## src/hw/rtl/windows1252_utf8_transcoder_top_assert.svh

```systemverilog
// Assertion macros for the Windows-1252 / UTF-8 transcoder.
// Included by windows1252_utf8_transcoder_top.sv; no other dependencies.
`ifndef WINDOWS1252_UTF8_TRANSCODER_TOP_ASSERT_SVH
`define WINDOWS1252_UTF8_TRANSCODER_TOP_ASSERT_SVH

`ifndef ASSERT_OFF
// same-cycle implication
`define W12_ASSERT_IMP(lbl, clk, rst_n, ante, cons) \
  lbl: assert property (@(posedge clk) disable iff (!rst_n) (ante) |-> (cons)) \
    else $error("implication check failed");
// next-cycle implication
`define W12_ASSERT_NEXT(lbl, clk, rst_n, ante, cons) \
  lbl: assert property (@(posedge clk) disable iff (!rst_n) (ante) |=> (cons)) \
    else $error("next-cycle check failed");
`else
`define W12_ASSERT_IMP(lbl, clk, rst_n, ante, cons)
`define W12_ASSERT_NEXT(lbl, clk, rst_n, ante, cons)
`endif

`endif

```

## src/hw/rtl/w1252u8_pkg.sv

```systemverilog
// Shared types and constants for the Windows-1252 / UTF-8 transcoder.
// No dependencies.
`timescale 1ns / 1ps
`default_nettype none

package w1252u8_pkg;

  localparam logic OP_TO_UTF8   = 1'b0;
  localparam logic OP_TO_CP1252 = 1'b1;

  localparam logic [7:0]  ASCII_LIMIT     = 8'h80;
  localparam logic [7:0]  C1_LAST         = 8'h9F;
  localparam logic [7:0]  LATIN1_HI_SPLIT = 8'hBF;
  localparam logic [7:0]  LEAD2_BASE      = 8'hC2;
  localparam logic [7:0]  LEAD2_ENC       = 8'hC0;
  localparam logic [7:0]  LEAD3_ENC       = 8'hE0;
  localparam logic [7:0]  CONT_MASK       = 8'h3F;
  localparam logic [7:0]  CONT_BASE       = 8'h80;
  localparam logic [7:0]  UNMAPPED_BYTE   = 8'h81;
  localparam logic [15:0] CP_UNDEF        = 16'h0000;
  localparam logic [15:0] REPLACEMENT_CP  = 16'hFFFD;
  localparam logic [15:0] TWO_BYTE_LIMIT  = 16'h0800;
  localparam logic [20:0] CP_ASCII_LIMIT  = 21'h000080;
  localparam logic [20:0] LATIN1_MAX      = 21'h0000FF;

  // Code points for bytes 0x80..0x9F; CP_UNDEF marks an unassigned slot
  localparam logic [15:0] CP1252_HIGH [0:31] = '{
    16'h20AC, 16'h0000, 16'h201A, 16'h0192, 16'h201E, 16'h2026, 16'h2020, 16'h2021,
    16'h02C6, 16'h2030, 16'h0160, 16'h2039, 16'h0152, 16'h0000, 16'h017D, 16'h0000,
    16'h0000, 16'h2018, 16'h2019, 16'h201C, 16'h201D, 16'h2022, 16'h2013, 16'h2014,
    16'h02DC, 16'h2122, 16'h0161, 16'h203A, 16'h0153, 16'h0000, 16'h017E, 16'h0178
  };

  typedef struct packed {
    logic        op;
    logic [7:0]  byte_in;
    logic [20:0] code_point;
  } in_item_t;

  typedef struct packed {
    logic [7:0] byte_out;
    logic       last;
  } out_item_t;

  // One classified item: up to three bytes, sent from index 0 to last_idx
  typedef struct packed {
    logic [1:0]      last_idx;
    logic [2:0][7:0] bytes;
  } q_entry_t;

  typedef struct packed {
    logic     vld;
    q_entry_t ent;
  } q_push_t;

  typedef struct packed {
    logic     vld;
    q_entry_t ent;
  } q_head_t;

endpackage

`default_nettype wire

```

## src/hw/rtl/w1252u8_front.sv

```systemverilog
// Front end: accepts items, classifies them and builds the byte sequence.
// Depends on w1252u8_pkg.
`timescale 1ns / 1ps
`default_nettype none

module w1252u8_front (
  input  wire                  clk,
  input  wire                  rst_n,
  input  wire                  in_valid,
  output logic                 in_stall,
  input  w1252u8_pkg::in_item_t in_data,
  input  wire                  q_full,
  output w1252u8_pkg::q_push_t q_push
);

  logic                  ent_valid_r, ent_valid_nxt;
  w1252u8_pkg::q_entry_t ent_r, ent_nxt;
  logic                  accept;

  logic [15:0] cp_fwd;
  logic        rev_hit;
  logic [4:0]  rev_idx;
  logic [7:0]  rev_byte;
  logic [7:0]  b;
  logic [20:0] cp;

  assign in_stall = ent_valid_r && q_full;
  assign accept   = in_valid && !in_stall;

  // reverse lookup: compare against all 32 slots at once
  always_comb begin
    cp      = in_data.code_point;
    rev_hit = 1'b0;
    rev_idx = '0;
    for (int i = 0; i < 32; i++) begin
      if (w1252u8_pkg::CP1252_HIGH[i] != w1252u8_pkg::CP_UNDEF &&
          {5'b0, w1252u8_pkg::CP1252_HIGH[i]} == cp) begin
        rev_hit = 1'b1;
        rev_idx = 5'(i);
      end
    end
    priority if (cp < w1252u8_pkg::CP_ASCII_LIMIT) begin
      rev_byte = cp[7:0];
    end else if (rev_hit) begin
      rev_byte = {3'b100, rev_idx};
    end else if (cp > w1252u8_pkg::LATIN1_MAX) begin
      rev_byte = w1252u8_pkg::UNMAPPED_BYTE;
    end else begin
      rev_byte = cp[7:0];
    end
  end

  always_comb begin
    b       = in_data.byte_in;
    cp_fwd  = w1252u8_pkg::CP1252_HIGH[b[4:0]];
    ent_nxt = '0;
    if (cp_fwd == w1252u8_pkg::CP_UNDEF) begin
      cp_fwd = w1252u8_pkg::REPLACEMENT_CP;
    end
    if (in_data.op == w1252u8_pkg::OP_TO_CP1252) begin
      ent_nxt.bytes[0] = rev_byte;
    end else if (b < w1252u8_pkg::ASCII_LIMIT) begin
      ent_nxt.bytes[0] = b;
    end else if (b > w1252u8_pkg::C1_LAST) begin
      // Latin-1: C2/C3 lead, low six bits as continuation
      ent_nxt.bytes[0] = w1252u8_pkg::LEAD2_BASE +
                         {7'b0, b > w1252u8_pkg::LATIN1_HI_SPLIT};
      ent_nxt.bytes[1] = (b & w1252u8_pkg::CONT_MASK) + w1252u8_pkg::CONT_BASE;
      ent_nxt.last_idx = 2'd1;
    end else if (cp_fwd < w1252u8_pkg::TWO_BYTE_LIMIT) begin
      ent_nxt.bytes[0] = w1252u8_pkg::LEAD2_ENC | {3'b0, cp_fwd[10:6]};
      ent_nxt.bytes[1] = w1252u8_pkg::CONT_BASE | {2'b0, cp_fwd[5:0]};
      ent_nxt.last_idx = 2'd1;
    end else begin
      ent_nxt.bytes[0] = w1252u8_pkg::LEAD3_ENC | {4'b0, cp_fwd[15:12]};
      ent_nxt.bytes[1] = w1252u8_pkg::CONT_BASE | {2'b0, cp_fwd[11:6]};
      ent_nxt.bytes[2] = w1252u8_pkg::CONT_BASE | {2'b0, cp_fwd[5:0]};
      ent_nxt.last_idx = 2'd2;
    end
  end

  always_comb begin
    if (accept) begin
      ent_valid_nxt = 1'b1;
    end else if (ent_valid_r && !q_full) begin
      ent_valid_nxt = 1'b0;
    end else begin
      ent_valid_nxt = ent_valid_r;
    end
  end

  always_ff @(posedge clk) begin
    if (!rst_n) begin
      ent_valid_r <= 1'b0;
    end else begin
      ent_valid_r <= ent_valid_nxt;
    end
  end

  always_ff @(posedge clk) begin
    if (accept) begin
      ent_r <= ent_nxt;
    end
  end

  assign q_push.vld = ent_valid_r;
  assign q_push.ent = ent_r;

endmodule

`default_nettype wire

```

## src/hw/rtl/w1252u8_fifo.sv

```systemverilog
// Short queue of classified items between front and back end.
// Depends on w1252u8_pkg.
`timescale 1ns / 1ps
`default_nettype none

module w1252u8_fifo #(
  parameter int DEPTH = 4
) (
  input  wire                  clk,
  input  wire                  rst_n,
  input  w1252u8_pkg::q_push_t q_push,
  output logic                 q_full,
  output w1252u8_pkg::q_head_t q_head,
  input  wire                  q_pop
);

  localparam int PW = (DEPTH > 1) ? $clog2(DEPTH) : 1;
  localparam int CW = $clog2(DEPTH + 1);

  w1252u8_pkg::q_entry_t mem [DEPTH];
  logic [PW-1:0] wr_ptr_r, wr_ptr_nxt;
  logic [PW-1:0] rd_ptr_r, rd_ptr_nxt;
  logic [CW-1:0] count_r, count_nxt;
  logic          do_push, do_pop;

  assign q_full  = (count_r == CW'(DEPTH));
  assign do_push = q_push.vld && !q_full;
  assign do_pop  = q_pop && (count_r != '0);

  always_comb begin
    wr_ptr_nxt = wr_ptr_r;
    rd_ptr_nxt = rd_ptr_r;
    count_nxt  = count_r;
    if (do_push) begin
      wr_ptr_nxt = (wr_ptr_r == PW'(DEPTH - 1)) ? '0 : wr_ptr_r + 1'b1;
    end
    if (do_pop) begin
      rd_ptr_nxt = (rd_ptr_r == PW'(DEPTH - 1)) ? '0 : rd_ptr_r + 1'b1;
    end
    if (do_push && !do_pop) begin
      count_nxt = count_r + 1'b1;
    end else if (do_pop && !do_push) begin
      count_nxt = count_r - 1'b1;
    end
  end

  always_ff @(posedge clk) begin
    if (!rst_n) begin
      wr_ptr_r <= '0;
      rd_ptr_r <= '0;
      count_r  <= '0;
    end else begin
      wr_ptr_r <= wr_ptr_nxt;
      rd_ptr_r <= rd_ptr_nxt;
      count_r  <= count_nxt;
    end
  end

  always_ff @(posedge clk) begin
    if (do_push) begin
      mem[wr_ptr_r] <= q_push.ent;
    end
  end

  assign q_head.vld = (count_r != '0);
  assign q_head.ent = mem[rd_ptr_r];

endmodule

`default_nettype wire

```

## src/hw/rtl/w1252u8_back.sv

```systemverilog
// Back end: queued bytes leave via the output register, one per cycle unless stalled.
// Depends on w1252u8_pkg.
`timescale 1ns / 1ps
`default_nettype none

module w1252u8_back (
  input  wire                    clk,
  input  wire                    rst_n,
  input  w1252u8_pkg::q_head_t   q_head,
  output logic                   q_pop,
  output logic                   out_valid,
  input  wire                    out_stall,
  output w1252u8_pkg::out_item_t out_data
);

  logic                   cur_valid_r, cur_valid_nxt;
  w1252u8_pkg::q_entry_t  cur_r;
  logic [1:0]             idx_r, idx_nxt;
  logic                   out_valid_r, out_valid_nxt;
  w1252u8_pkg::out_item_t out_r;
  logic                   load_out, cur_last;

  assign load_out = cur_valid_r && (!out_valid_r || !out_stall);
  assign cur_last = (idx_r == cur_r.last_idx);
  assign q_pop    = q_head.vld && (!cur_valid_r || (load_out && cur_last));

  always_comb begin
    cur_valid_nxt = cur_valid_r;
    idx_nxt       = idx_r;
    out_valid_nxt = out_valid_r;
    if (load_out) begin
      out_valid_nxt = 1'b1;
      idx_nxt       = idx_r + 1'b1;
      if (cur_last) begin
        cur_valid_nxt = 1'b0;
      end
    end else if (!out_stall) begin
      out_valid_nxt = 1'b0;
    end
    if (q_pop) begin
      cur_valid_nxt = 1'b1;
      idx_nxt       = '0;
    end
  end

  always_ff @(posedge clk) begin
    if (!rst_n) begin
      cur_valid_r <= 1'b0;
      idx_r       <= '0;
      out_valid_r <= 1'b0;
    end else begin
      cur_valid_r <= cur_valid_nxt;
      idx_r       <= idx_nxt;
      out_valid_r <= out_valid_nxt;
    end
  end

  always_ff @(posedge clk) begin
    if (q_pop) begin
      cur_r <= q_head.ent;
    end
    if (load_out) begin
      out_r.byte_out <= cur_r.bytes[idx_r];
      out_r.last     <= cur_last;
    end
  end

  assign out_valid = out_valid_r;
  assign out_data  = out_r;

endmodule

`default_nettype wire

```

## src/hw/rtl/windows1252_utf8_transcoder_top.sv

```systemverilog
// Top level of the Windows-1252 / UTF-8 transcoder: front end, queue, back end.
// Depends on w1252u8_pkg, w1252u8_front, w1252u8_fifo, w1252u8_back and
// windows1252_utf8_transcoder_top_assert.svh.
//
//   channel  | ports                          | payload
//   ---------+--------------------------------+------------------------------
//   input    | in_valid, in_stall, in_data    | op, byte_in, code_point
//   result   | out_valid, out_stall, out_data | byte_out, last
//
// Each item yields one to three result bytes; the back end sends one byte per
// cycle while out_stall is low, and the input is taken every cycle while the
// queue has room.
// From acceptance to first byte an item passes the front register, the queue,
// the current-item register and the output register.
// Synchronous active-low reset empties the front register, queue and output.
// Output stall holds the output register; the queue absorbs QDEPTH items
// before the front register fills and in_stall rises.
`timescale 1ns / 1ps
`default_nettype none

`include "windows1252_utf8_transcoder_top_assert.svh"

module windows1252_utf8_transcoder_top #(
  parameter int QDEPTH = 4
) (
  input  wire                    clk,
  input  wire                    rst_n,
  input  wire                    in_valid,
  output logic                   in_stall,
  input  w1252u8_pkg::in_item_t  in_data,
  output logic                   out_valid,
  input  wire                    out_stall,
  output w1252u8_pkg::out_item_t out_data
);

  w1252u8_pkg::q_push_t q_push;
  w1252u8_pkg::q_head_t q_head;
  logic                 q_full;
  logic                 q_pop;

  // front end: classify and expand into a byte sequence
  w1252u8_front u_front (
    .clk      (clk),
    .rst_n    (rst_n),
    .in_valid (in_valid),
    .in_stall (in_stall),
    .in_data  (in_data),
    .q_full   (q_full),
    .q_push   (q_push)
  );

  // decoupling queue
  w1252u8_fifo #(
    .DEPTH (QDEPTH)
  ) u_fifo (
    .clk    (clk),
    .rst_n  (rst_n),
    .q_push (q_push),
    .q_full (q_full),
    .q_head (q_head),
    .q_pop  (q_pop)
  );

  // back end: one byte per cycle to the result channel while out_stall is low
  w1252u8_back u_back (
    .clk       (clk),
    .rst_n     (rst_n),
    .q_head    (q_head),
    .q_pop     (q_pop),
    .out_valid (out_valid),
    .out_stall (out_stall),
    .out_data  (out_data)
  );

  // no entry carries more than three bytes
  `W12_ASSERT_IMP(a_entry_len, clk, rst_n, q_head.vld, q_head.ent.last_idx != 2'd3)
  // input only stalls when the queue is full
  `W12_ASSERT_IMP(a_stall_cause, clk, rst_n, in_stall, q_full)
  // a full queue always presents a head entry
  `W12_ASSERT_IMP(a_full_head, clk, rst_n, q_full, q_head.vld)
  // head entry persists until the back end pops it
  `W12_ASSERT_NEXT(a_head_hold, clk, rst_n, q_head.vld && !q_pop, q_head.vld)

endmodule

`default_nettype wire

```

## config.mk

```make
export PLATFORM = sky130hd
export DESIGN_NAME = windows1252_utf8_transcoder_top
export DESIGN_NICKNAME = d
export VERILOG_FILES = /design/src/hw/rtl/w1252u8_pkg.sv /design/src/hw/rtl/w1252u8_front.sv /design/src/hw/rtl/w1252u8_fifo.sv /design/src/hw/rtl/w1252u8_back.sv /design/src/hw/rtl/windows1252_utf8_transcoder_top.sv
export VERILOG_INCLUDE_DIRS = /design/src /design/src/hw/rtl
export SDC_FILE = /design/constraint.sdc
export NUM_CORES = 1
export LEC_CHECK = 0
export ABC_CLOCK_PERIOD_IN_PS = 3050
export BUFFER_PORTS_ARGS = -buffer_cell sky130_fd_sc_hd__buf_2
export CAP_MARGIN = 20
export CELL_PAD_IN_SITES_DETAIL_PLACEMENT = 0
export CELL_PAD_IN_SITES_GLOBAL_PLACEMENT = 2
export CORE_UTILIZATION = 43
export DETAILED_ROUTE_END_ITERATION = 6
export GPL_TIMING_DRIVEN = 0
export PLACE_DENSITY = 0.9
export RECOVER_POWER = 100
export SETUP_SLACK_MARGIN = 0.3
export SLEW_MARGIN = 20
export SYNTH_ARGS = -nofsm -noshare
export SYNTH_HDL_FRONTEND = slang
export SYNTH_SLANG_ARGS = --single-unit
```

## constraint.sdc

```tcl
create_clock -name clk -period 3.05 [get_ports clk]
set_input_delay 0.1525 -clock clk [delete_from_list [all_inputs] [get_ports clk]]
set_output_delay 0.1525 -clock clk [all_outputs]
set_load 0.005 [all_outputs]
```

==> flow_metrics.py, run 1 <==
metrics = {
    "floorplan": {
        "die_y_um": 135,
        "core_um2": 17200,
        "num_rows": 48,
        "die_w_um": 135,
        "die_area_um2": 18100,
        "initial_core_util_pct": 43.8,
        "pin_count": 45,
    },
    "global_routing": {
        "antenna_found_initial": 0,
        "grt_pass1_vias": 4928,
        "grt_pass1_wl_um": 25300,
        "grt_max_degree": 25,
        "grtUsageTotal_pct": 18.4,
        "grt-ovfl-total": 0,
    },
    "sta": {
        "fin_crit_sh_pct": 85.7,
        "finalMaxSlewViolations": 0,
        "timing.final.ws_setup_ns": 0.437,
        "fin_crit_ns": 2.61,
        "finalSetupViolations": 0,
        "worstMarginPinSlew_ns": 1.22,
        "hold_viol": 0,
        "rsz0062_at_grt": "no",
        "max-slew-margin-rel_pct": 17.7,
        "fmax_ghz": 0.383,
        "skew_ns": 0.00780,
        "tns_ns": 0,
    },
    "detailed_routing": {
        "avgRoutedWirePerCell_um": 18.3,
        "via_per_inst": 5.63,
        "ant_nets": 0,
        "route.detailed.drc": 0,
        "routed_wl_um": 15700,
        "dr.first_iter.drc_count": 352,
        "firstDrtPassIters": 5,
        "vias": 4832,
    },
    "pwr": {
        "p_leak_nw": 2.91,
        "power_density_nw_per_um2": 755,
        "worst_ir_drop_vdd_mv": 0.482,
    },
    "setup_path": {
        "crit_type": "input port to flip-flop",
        "start_kind": "input port",
        "reg2reg_depth": 8,
        "required_ns": 3.23,
        "timing.rr.start": "u_fifo.count_r[0]",
        "worstPathArrival_ns": 2.79,
        "crit_fanout": 11,
        "crit_path_end_kind": "flip-flop",
        "r2r_setup_slack_ns": 0.63,
        "reg2reg_to": "u_fifo.count_r[2]",
    },
    "synth": {
        "async_flop_share_pct": 0,
        "synthCells": 559,
        "syn_avg_cell_area_um2": 13.5,
        "synth_area_um2": 7550,
        "ys_seq_area_share_pct": 61.7,
        "yosys.cell_types.count": 69,
        "synth_ff_type": "edfxtp_1",
        "ys_ff_latch": 159,
        "synth_nets": 607,
        "synth_edf_count": 147,
        "ys_warn_count": 0,
    },
    "worst_hold_path": {
        "min_path_cells": 2,
        "min-delay-start": "rst_n",
        "hp-class": "input port to flip-flop",
        "min_to": "u_fifo.rd_ptr_r[0]",
    },
    "job": {
        "drv_cap": 0,
    },
    "clock_tree": {
        "cts_resized": 0,
        "cts.clk_slew.worst_paths_ns": 0.06,
        "numCtsBuffers": 17,
        "cts_htree_levels": 4,
        "cts_tree": "done",
        "cts_root_buf": "clkbuf_16",
        "clock_path_buffers": 2,
        "clkSinkCount": 159,
        "clk_latency_ns": 0.41,
    },
    "placed_design": {
        "place_worst_setup_slack_ns": -0.0311,
        "place_inst": 823,
        "hpwl_um": 10800,
        "gp_congestion": 0.875,
        "numPortBuffers": 38,
    },
    "finish": {
        "final_util_pct": 50.1,
        "syn_to_final_growth_pct": 14.5,
        "num_antenna_cells": 0,
        "nets": 669,
        "fin_cells": 859,
        "drive_above_1_share_pct": 16.4,
    },
    "status": {
        "status": "finished, final reports clean",
    },
}
[what timing repair did]
action | 4_1_cts | 5_1_grt
setup endpoints to repair | 0 | 7
setup buffers | 0 | 2
hold endpoints to repair | 2 | 0
hold buffers | 2 | 0
[metal layers]
metal	track usage, %	vias up	part of all wire [%]
met2	30.9	124	49
met4	7.74	0	1.8
met3	2.97	19	3.7
met1	23.7	2392	45
met5	0	-	0
li1	-	2297	-
[area by class of cell]
type                    instances  area (µm²)
fillers                      1455        8590
flip-flops and latches        159        4650
multi-input cells             350        2670
clock buffers                  19         433
well taps                     225         282
repair buffers                 43         220
clock inverters                13         170
plain buffers                  32         144
inverters                      18        67.6
[how the worst max path moves through the flow]
stage           startpoint                end  slack (ns)  depth (start not counted)
6_report       in_data[21]  u_front.q_push[5]        0.44                         11
3_5_place_dp   in_data[21]  u_front.q_push[5]       -0.03                         10
2_1_floorplan  in_data[22]  u_front.q_push[5]        0.72                          9
3_3_place_gp   in_data[22]  u_front.q_push[5]       -0.07                         10
4_1_cts        in_data[21]  u_front.q_push[5]        0.41                         10
5_1_grt        in_data[21]  u_front.q_push[5]        0.27                         11
[cell usage in the layout, fill, tap and decap left out, drive strengths merged, types with 4 or more instances in the layout]
cell type	instances
edfxtp	147
clkbuf	48
buf	44
nand2	32
nor2	29
a21oi	28
o21ai	27
mux4	23
inv	18
nor3	16
nor2b	15
nand2b	15
mux2i	14
ha	13
dfxtp	12
nand3	11
nand4	10
or3	8
and2	8
clkinv	7
xor2	6
nor4	6
a21boi	6
a31oi	5
a21o	5
and3	4
nor3b	4
nand3b	4
o211ai	4
a211oi	4
nor4b	4
nor4bb	4
bufinv	4
[sequential cells by signal, indices dropped and copies added, names as in the netlist]
register / cells
u_fifo.wr_ptr_r: 2
u_back.cur_valid_r: 1
u_back.out_valid: 1
u_back.out_data: 9
u_back.idx_r: 2
u_front.ent_valid_r: 1
u_fifo.mem: 92
u_fifo.rd_ptr_r: 2
u_back.cur_r: 23
u_front.q_push: 23
u_fifo.count_r: 3
[cells in the mapped netlist, types with 6 or more instances]
cell | count | share of area [%]
dfxtp_1 | 12 | 3.2
mux2i_1 | 14 | 1.9
xor2_1 | 6 | 0.70
buf_2 | 7 | 0.46
or3_1 | 8 | 0.66
nand4_1 | 10 | 0.83
clkbuf_1 | 18 | 0.89
mux4_2 | 23 | 6.9
nand2b_1 | 15 | 1.2
a21oi_1 | 28 | 1.9
nand2_1 | 32 | 1.6
nor2_1 | 29 | 1.4
inv_1 | 18 | 0.89
edfxtp_1 | 147 | 58
ha_1 | 13 | 2.2
nor2b_1 | 15 | 1.2
o21ai_0 | 27 | 1.8
nor3_1 | 15 | 0.99
nand3_1 | 11 | 0.73
and2_1 | 8 | 0.66
[kinds of logic (layout without fill, tap and decap cells)]
| kind of cell | count (synthesis) | after routing | share of synthesized area (%) |
|---|---|---|---|
| buffers and inverters | 50 | 125 | 2.80 |
| AND/OR/NAND/NOR | 180 | 180 | 13.6 |
| multiplexers | 39 | 39 | 9.02 |
| adder cells (fa/ha/maj) | 14 | 14 | 2.42 |
| XOR/XNOR | 9 | 9 | 1.04 |
| flip-flops | 159 | 159 | 61.7 |
| AO/OA/AOI/OAI | 108 | 108 | 9.43 |
[through the flow]
step | power (W) | instance area, µm² | hold WS, ns
finish | 0.00653 | 8640 | 0.0513
global route | 0.00682 | 8640 | 0.0418
CTS | 0.00659 | 8660 | 0.0385
detailed placement | 0.00443 | 8040 | 0.381
global placement | 0.00436 | 8020 | 0.374
floorplan | 0.00401 | 7550 | 0.276
[critical path, cell delays in order]
cell,delay [ns]
buf_2,0.22
inv_1,0.14
ha_1,0.30
o21ba_2,0.23
o221ai_1,0.14
o311ai_0,0.32
nor4_1,0.54
nand3_1,0.16
buf_4,0.20
a21o_4,0.26
o311ai_0,0.13
[power by group]
group / switching [W] / internal [W] / total, W
clock: 0.000798 / 0.00136 / 0.00216
combinational: 0.000735 / 0.000560 / 0.00129
sequential: 0.000167 / 0.00291 / 0.00308
total: 0.00170 / 0.00483 / 0.00653
Note: power is estimated with default switching activity, not from simulation.
==> run 2, diff against run 1 <==
Settings changed: CORE_MARGIN set to 4.
==> run 2 against run 1 <==
First-iteration DRC count increased by 32%. Count of clock-buffer cells in the layout decreased by 1. Sequential share of layout area decreased by 0.18 points. Clock power increased by 3%. Global-route usage decreased by 1.6 points. Routed wire length increased by 2.9%. Sequential power about the same. Non-clock buffer count increased by 1.
==> flow_metrics.py, run 2 (same netlist as run 1, synthesis figures left out) <==
metrics = {
    "finish": {
        "seq_area_um2": 4650,
        "largest_register_ffs": 92,
        "multi_input_area_um2": 2660,
        "final_common_cell": "edfxtp_1",
        "largest-register": "u_fifo.mem",
        "syn_to_final_growth_pct": 14.8,
        "design_area_um2": 8670,
        "num_antenna_cells": 0,
        "fin_cells": 860,
        "nets": 670,
        "final_cell_mix": "edfxtp_1 (147), buf_2 (41), nand2_1 (32), nor2_1 (29), a21oi_1 (28)",
        "drive_above_1_share_pct": 16.7,
        "fill_cells": 1485,
    },
    "sta": {
        "rsz0062_at_grt": "no",
        "timing.hold.ws_ns": 0.148,
        "finalSetupViolations": 0,
        "hold_viol": 0,
        "tns_ns": 0,
        "fin_crit_ns": 2.64,
        "skew_ns": 0.00892,
        "worstMarginPinSlew_ns": 1.26,
        "finalMaxSlewViolations": 0,
        "fmax_ghz": 0.379,
        "fin_crit_sh_pct": 86.5,
        "max-slew-margin-rel_pct": 15.7,
    },
    "global_routing": {
        "grt_pass1_vias": 4914,
        "grtUsageTotal_pct": 16.8,
        "grt_pass1_wl_um": 26100,
        "grt-ovfl-total": 0,
        "antenna_found_initial": 0,
        "grt_max_degree": 25,
    },
    "detailed_routing": {
        "ant_nets": 0,
        "via_per_inst": 5.66,
        "route.detailed.drc": 0,
        "firstDrtPassIters": 5,
        "dr.first_iter.drc_count": 466,
        "vias": 4864,
        "avgRoutedWirePerCell_um": 18.8,
        "routed_wl_um": 16200,
    },
    "placed_design": {
        "hpwl_um": 11000,
        "dpl_cell_area_um2": 8040,
        "gp_congestion": 0.922,
        "place_inst": 823,
        "numPortBuffers": 38,
    },
    "setup_path": {
        "crit_fanout": 11,
        "worstPathArrival_ns": 2.88,
        "start_kind": "input port",
        "crit_type": "input port to flip-flop",
        "required_ns": 3.29,
        "crit_path_end_kind": "flip-flop",
    },
    "clock_tree": {
        "clkSinkCount": 159,
        "cts_tree": "done",
        "clk_latency_ns": 0.41,
        "numCtsBuffers": 17,
        "cts_htree_levels": 4,
        "cts.clk_slew.worst_paths_ns": 0.05,
        "cts_root_buf": "clkbuf_16",
        "clock_path_buffers": 2,
    },
    "floorplan": {
        "die_y_um": 141,
        "die_area_um2": 19700,
        "die_w_um": 141,
        "pin_count": 45,
        "core_um2": 17200,
        "num_rows": 48,
        "initial_core_util_pct": 43.8,
    },
    "worst_hold_path": {
        "hp-class": "input port to flip-flop",
    },
    "pwr": {
        "p_total_w": 0.00658,
        "worst_ir_drop_vdd_mv": 0.506,
        "p_leak_nw": 2.94,
        "power_density_nw_per_um2": 759,
    },
    "job": {
        "drv_cap": 0,
    },
    "status": {
        "status": "finished, final reports clean",
    },
}
==> run 2: routing by layer <==
layer	vias to the layer above	global-route usage, %	routed length [µm]
li1	2296	-	-
met4	0	4.49	162
met3	13	2.97	679
met2	136	28.9	8280
met5	-	0	0
met1	2419	22.0	7060
==> run 2: area by class of cell <==
cell class	count	share of cell area, %
flip-flops and latches	159	53.7
multi-input cells	350	30.7
clock buffers	18	4.95
well taps	225	3.25
repair buffers	44	2.70
clock inverters	14	2.27
plain buffers	32	1.66
inverters	18	0.779
==> run 2: metrics by stage <==
step,worst slack [ns],util [%]
4_1_cts,0.371,50.5
3_3_place_gp,-0.153,46.5
5_1_grt,0.199,50.3
6_report,0.412,50.3
3_5_place_dp,-0.0923,46.6
2_1_floorplan,0.725,-
==> run 2: worst paths after layout <==
path,endpoint,startpoint,slack [ns],cells after the start
worst max-delay path,u_front.q_push[21],in_data[21],0.41,11
worst min-delay path,u_front.q_push[13],in_data[27],0.15,2
worst max register to register,u_fifo.mem[1][5],u_fifo.count_r[0],0.58,3
worst min register to register,u_back.cur_valid_r,u_back.cur_valid_r,0.49,2
==> run 2: critical path: stages <==
cell and delay, ns:
buf_2 0.22, inv_1 0.15, ha_1 0.30, o21ba_2 0.22, o221ai_1 0.15, o311ai_0 0.29, nor4_1 0.53, nand3_1 0.16
buf_4 0.20, a21o_1 0.28, a21oi_1 0.20
==> run 2: what timing repair did <==
| item | CTS | global route |
|---|---|---|
| endpoints found under the hold margin | 3 | 0 |
| endpoints found under the setup margin | 0 | 11 |
| gates resized for setup | 0 | 0 |
| hold buffers | 3 | 0 |
| buffers inserted | 0 | 2 |
==> run 2: power breakdown <==
group | switching [W] | internal, W
sequential | 0.000162 | 0.00291
clock | 0.000783 | 0.00144
combinational | 0.000727 | 0.000567
==> run 3, diff against run 2 <==
Settings changed: ABC_CLOCK_PERIOD_IN_PS 3050 to 3400, CORE_UTILIZATION 43 to 47, PLACE_DENSITY 0.9 to 0.95.
Clock period 3.05 ns to 3.4 ns, I/O delays scaled along.
==> run 3 against run 2 <==
The run now ends with max-capacitance violations, max-slew violations left. Final area is 1.1% lower. Sequential power is 10% lower. Sequential share of layout area is 0.60 points higher. Non-clock buffer count is 4 lower. Critical endpoint is now u_front.q_push[20]. Highest routed layer unchanged. Utilization grew 3.9 points. Die area down 8.0%. Global-route usage increased by 1.9 points. Largest cell class unchanged. Routed wire length is 0.78% lower.
==> flow_metrics.py, run 3 (same netlist as run 1, synthesis figures left out) <==
metrics = {
    "placed_design": {
        "numPortBuffers": 38,
        "gp_congestion": 0.916,
        "hpwl_um": 11000,
    },
    "clock_tree": {
        "clkSinkCount": 159,
        "cts_tree": "done",
        "cts_htree_levels": 4,
        "post_cts_buffers": 0,
        "cts_root_buf": "clkbuf_16",
        "cts_resized": 0,
        "cts.clk_slew.worst_paths_ns": 0.06,
        "clk_latency_ns": 0.42,
        "clock_path_buffers": 2,
        "numCtsBuffers": 17,
    },
    "pwr": {
        "swShare_pct": 26.7,
        "worst_ir_drop_vdd_mv": 0.456,
        "combPwrFrac_pct": 20.4,
        "p_switching_w": 0.00152,
        "p_clk_share_pct": 31.4,
        "p_leak_nw": 2.87,
        "power_density_nw_per_um2": 666,
        "p_seq_share_pct": 48.2,
        "internal_power_w": 0.00419,
    },
    "detailed_routing": {
        "routed_wl_um": 16100,
        "via_per_inst": 5.68,
        "avgRoutedWirePerCell_um": 19.0,
        "vias": 4813,
        "route.detailed.drc": 0,
        "ant_nets": 0,
        "firstDrtPassIters": 5,
        "dr.first_iter.drc_count": 363,
    },
    "setup_path": {
        "start_kind": "input port",
        "crit_path_end_kind": "flip-flop",
        "crit_type": "input port to flip-flop",
        "critPathTopFamily": "compound AO/OA/AOI/OAI gates",
        "worstPathArrival_ns": 3.16,
        "critPathBufInv": 3,
        "cp_cell_sequence": "buf_2, inv_1, ha_1, or3_1, a222oi_1, and4_1, nand3_1, clkbuf_1, a21o_4, a21oi_1",
        "max_stage_delay_ns": 0.61,
        "crit_fanout": 11,
        "required_ns": 3.64,
        "critPathSlowestCell": "a222oi_1",
    },
    "finish": {
        "largest_register_ffs": 92,
        "nets": 666,
        "drive_above_1_share_pct": 16.8,
        "final_common_cell": "edfxtp_1",
        "syn_to_final_growth_pct": 13.6,
        "final_cell_mix": "edfxtp_1 (147), buf_2 (41), nand2_1 (32), nor2_1 (29)",
        "num_antenna_cells": 0,
        "final_util_pct": 54.2,
        "largest-register": "u_fifo.mem",
    },
    "sta": {
        "fin_crit_ns": 2.92,
        "fmax_ghz": 0.343,
        "finalSetupViolations": 0,
        "worstMarginPinSlew_ns": 1.60,
        "max-slew-margin-rel_pct": -6.96,
        "rsz0062_at_grt": "no",
        "finalMaxSlewViolations": 24,
        "tns_ns": 0,
        "hold_viol": 0,
        "skew_ns": 0.0163,
        "fin_crit_sh_pct": 85.8,
    },
    "floorplan": {
        "die_area_um2": 18200,
        "num_rows": 46,
        "initial_core_util_pct": 47.7,
        "core_um2": 15800,
        "die_w_um": 135,
        "die_y_um": 135,
        "pin_count": 45,
    },
    "job": {
        "drv_cap": 1,
    },
    "global_routing": {
        "grt_pass1_vias": 4953,
        "grt_max_degree": 25,
        "antenna_found_initial": 0,
        "grt-ovfl-total": 0,
        "grtUsageTotal_pct": 18.7,
        "grt_pass1_wl_um": 26200,
    },
    "worst_hold_path": {
        "hp-class": "input port to flip-flop",
    },
    "status": {
        "status": "finished with violations",
        "violations": "max-capacitance violations, max-slew violations",
    },
}
run 3: cell types whose count changed in the layout (fill, tap and decap cells not counted), moves of 2 or more:
cell | previous run | this run
clkinvlp_4 | 1 | 6
clkinv_2 | 3 | 1
dlygate4sd3_1 | 3 | 1
buf_4 | 4 | 1
bufinv_16 | 5 | 2
clkinv_1 | 4 | 2
run 3: per-stage QoR:
| stage | area (µm²) | cells | setup slack (ns) | hold WS (ns) | total power (W) |
|---|---|---|---|---|---|
| 6_report | 8580 | 847 | 0.481 | 0.0302 | 0.00571 |
| 5_1_grt | 8580 | 847 | 0.190 | 0.0221 | 0.00600 |
| 4_1_cts | 8610 | 847 | 0.649 | 0.0115 | 0.00578 |
| 3_5_place_dp | 8030 | 814 | 0.215 | 0.400 | 0.00396 |
| 3_3_place_gp | 8010 | 813 | 0.200 | 0.392 | 0.00391 |
| 2_1_floorplan | 7550 | 559 | 1.06 | 0.294 | 0.00360 |
run 3: worst paths after layout:
path | start | endpoint | slack (ns) | cells past startpoint
hold / removal | rst_n | u_fifo.rd_ptr_r[0] | 0.03 | 2
setup / recovery | in_data[21] | u_front.q_push[20] | 0.48 | 10
setup reg to reg | u_fifo.count_r[0] | u_fifo.mem[0][16] | 0.52 | 3
hold reg to reg | u_front.q_push[4] | u_fifo.mem[3][4] | 0.50 | 0
run 3: layer usage:
layer	vias up	global-route usage [%]	part of all wire, %
li1	2291	-	-
met5	-	0	0
met1	2355	23.8	42
met4	0	6.73	1.6
met2	149	31.9	51
met3	18	3.76	4.7
run 3: power groups by stage:
stage,logic [W],clock network (W),registers (W)
5_1_grt,0.00130,0.00192,0.00278
2_1_floorplan,0.000858,0,0.00274
3_5_place_dp,0.00117,0,0.00279
3_3_place_gp,0.00114,0,0.00278
4_1_cts,0.00120,0.00182,0.00276
6_report,0.00117,0.00179,0.00275
run 3: timing repair:
| item | 4_1_cts | 5_1_grt |
|---|---|---|
| setup endpoints to repair | 0 | 0 |
| endpoints found under the hold margin | 1 | 0 |
| hold buffers | 1 | 0 |
run 3: cell type report:
class / instances / area (µm²)
clock inverter: 14 / 144
clock buffer: 18 / 429
multi-input combinational: 350 / 2670
fill: 1293 / 7250
sequential: 159 / 4650
inverter: 18 / 67.6
buffer: 32 / 140
timing repair buffer: 40 / 199
tap: 216 / 270
run 3: worst reg2reg max path, delay by kind of cell (launching register included):
kind             cells  cell delay [ns]
AND/OR/NAND/NOR      2             1.38
AO/OA/AOI/OAI        1             0.66
flip-flops           1             0.41
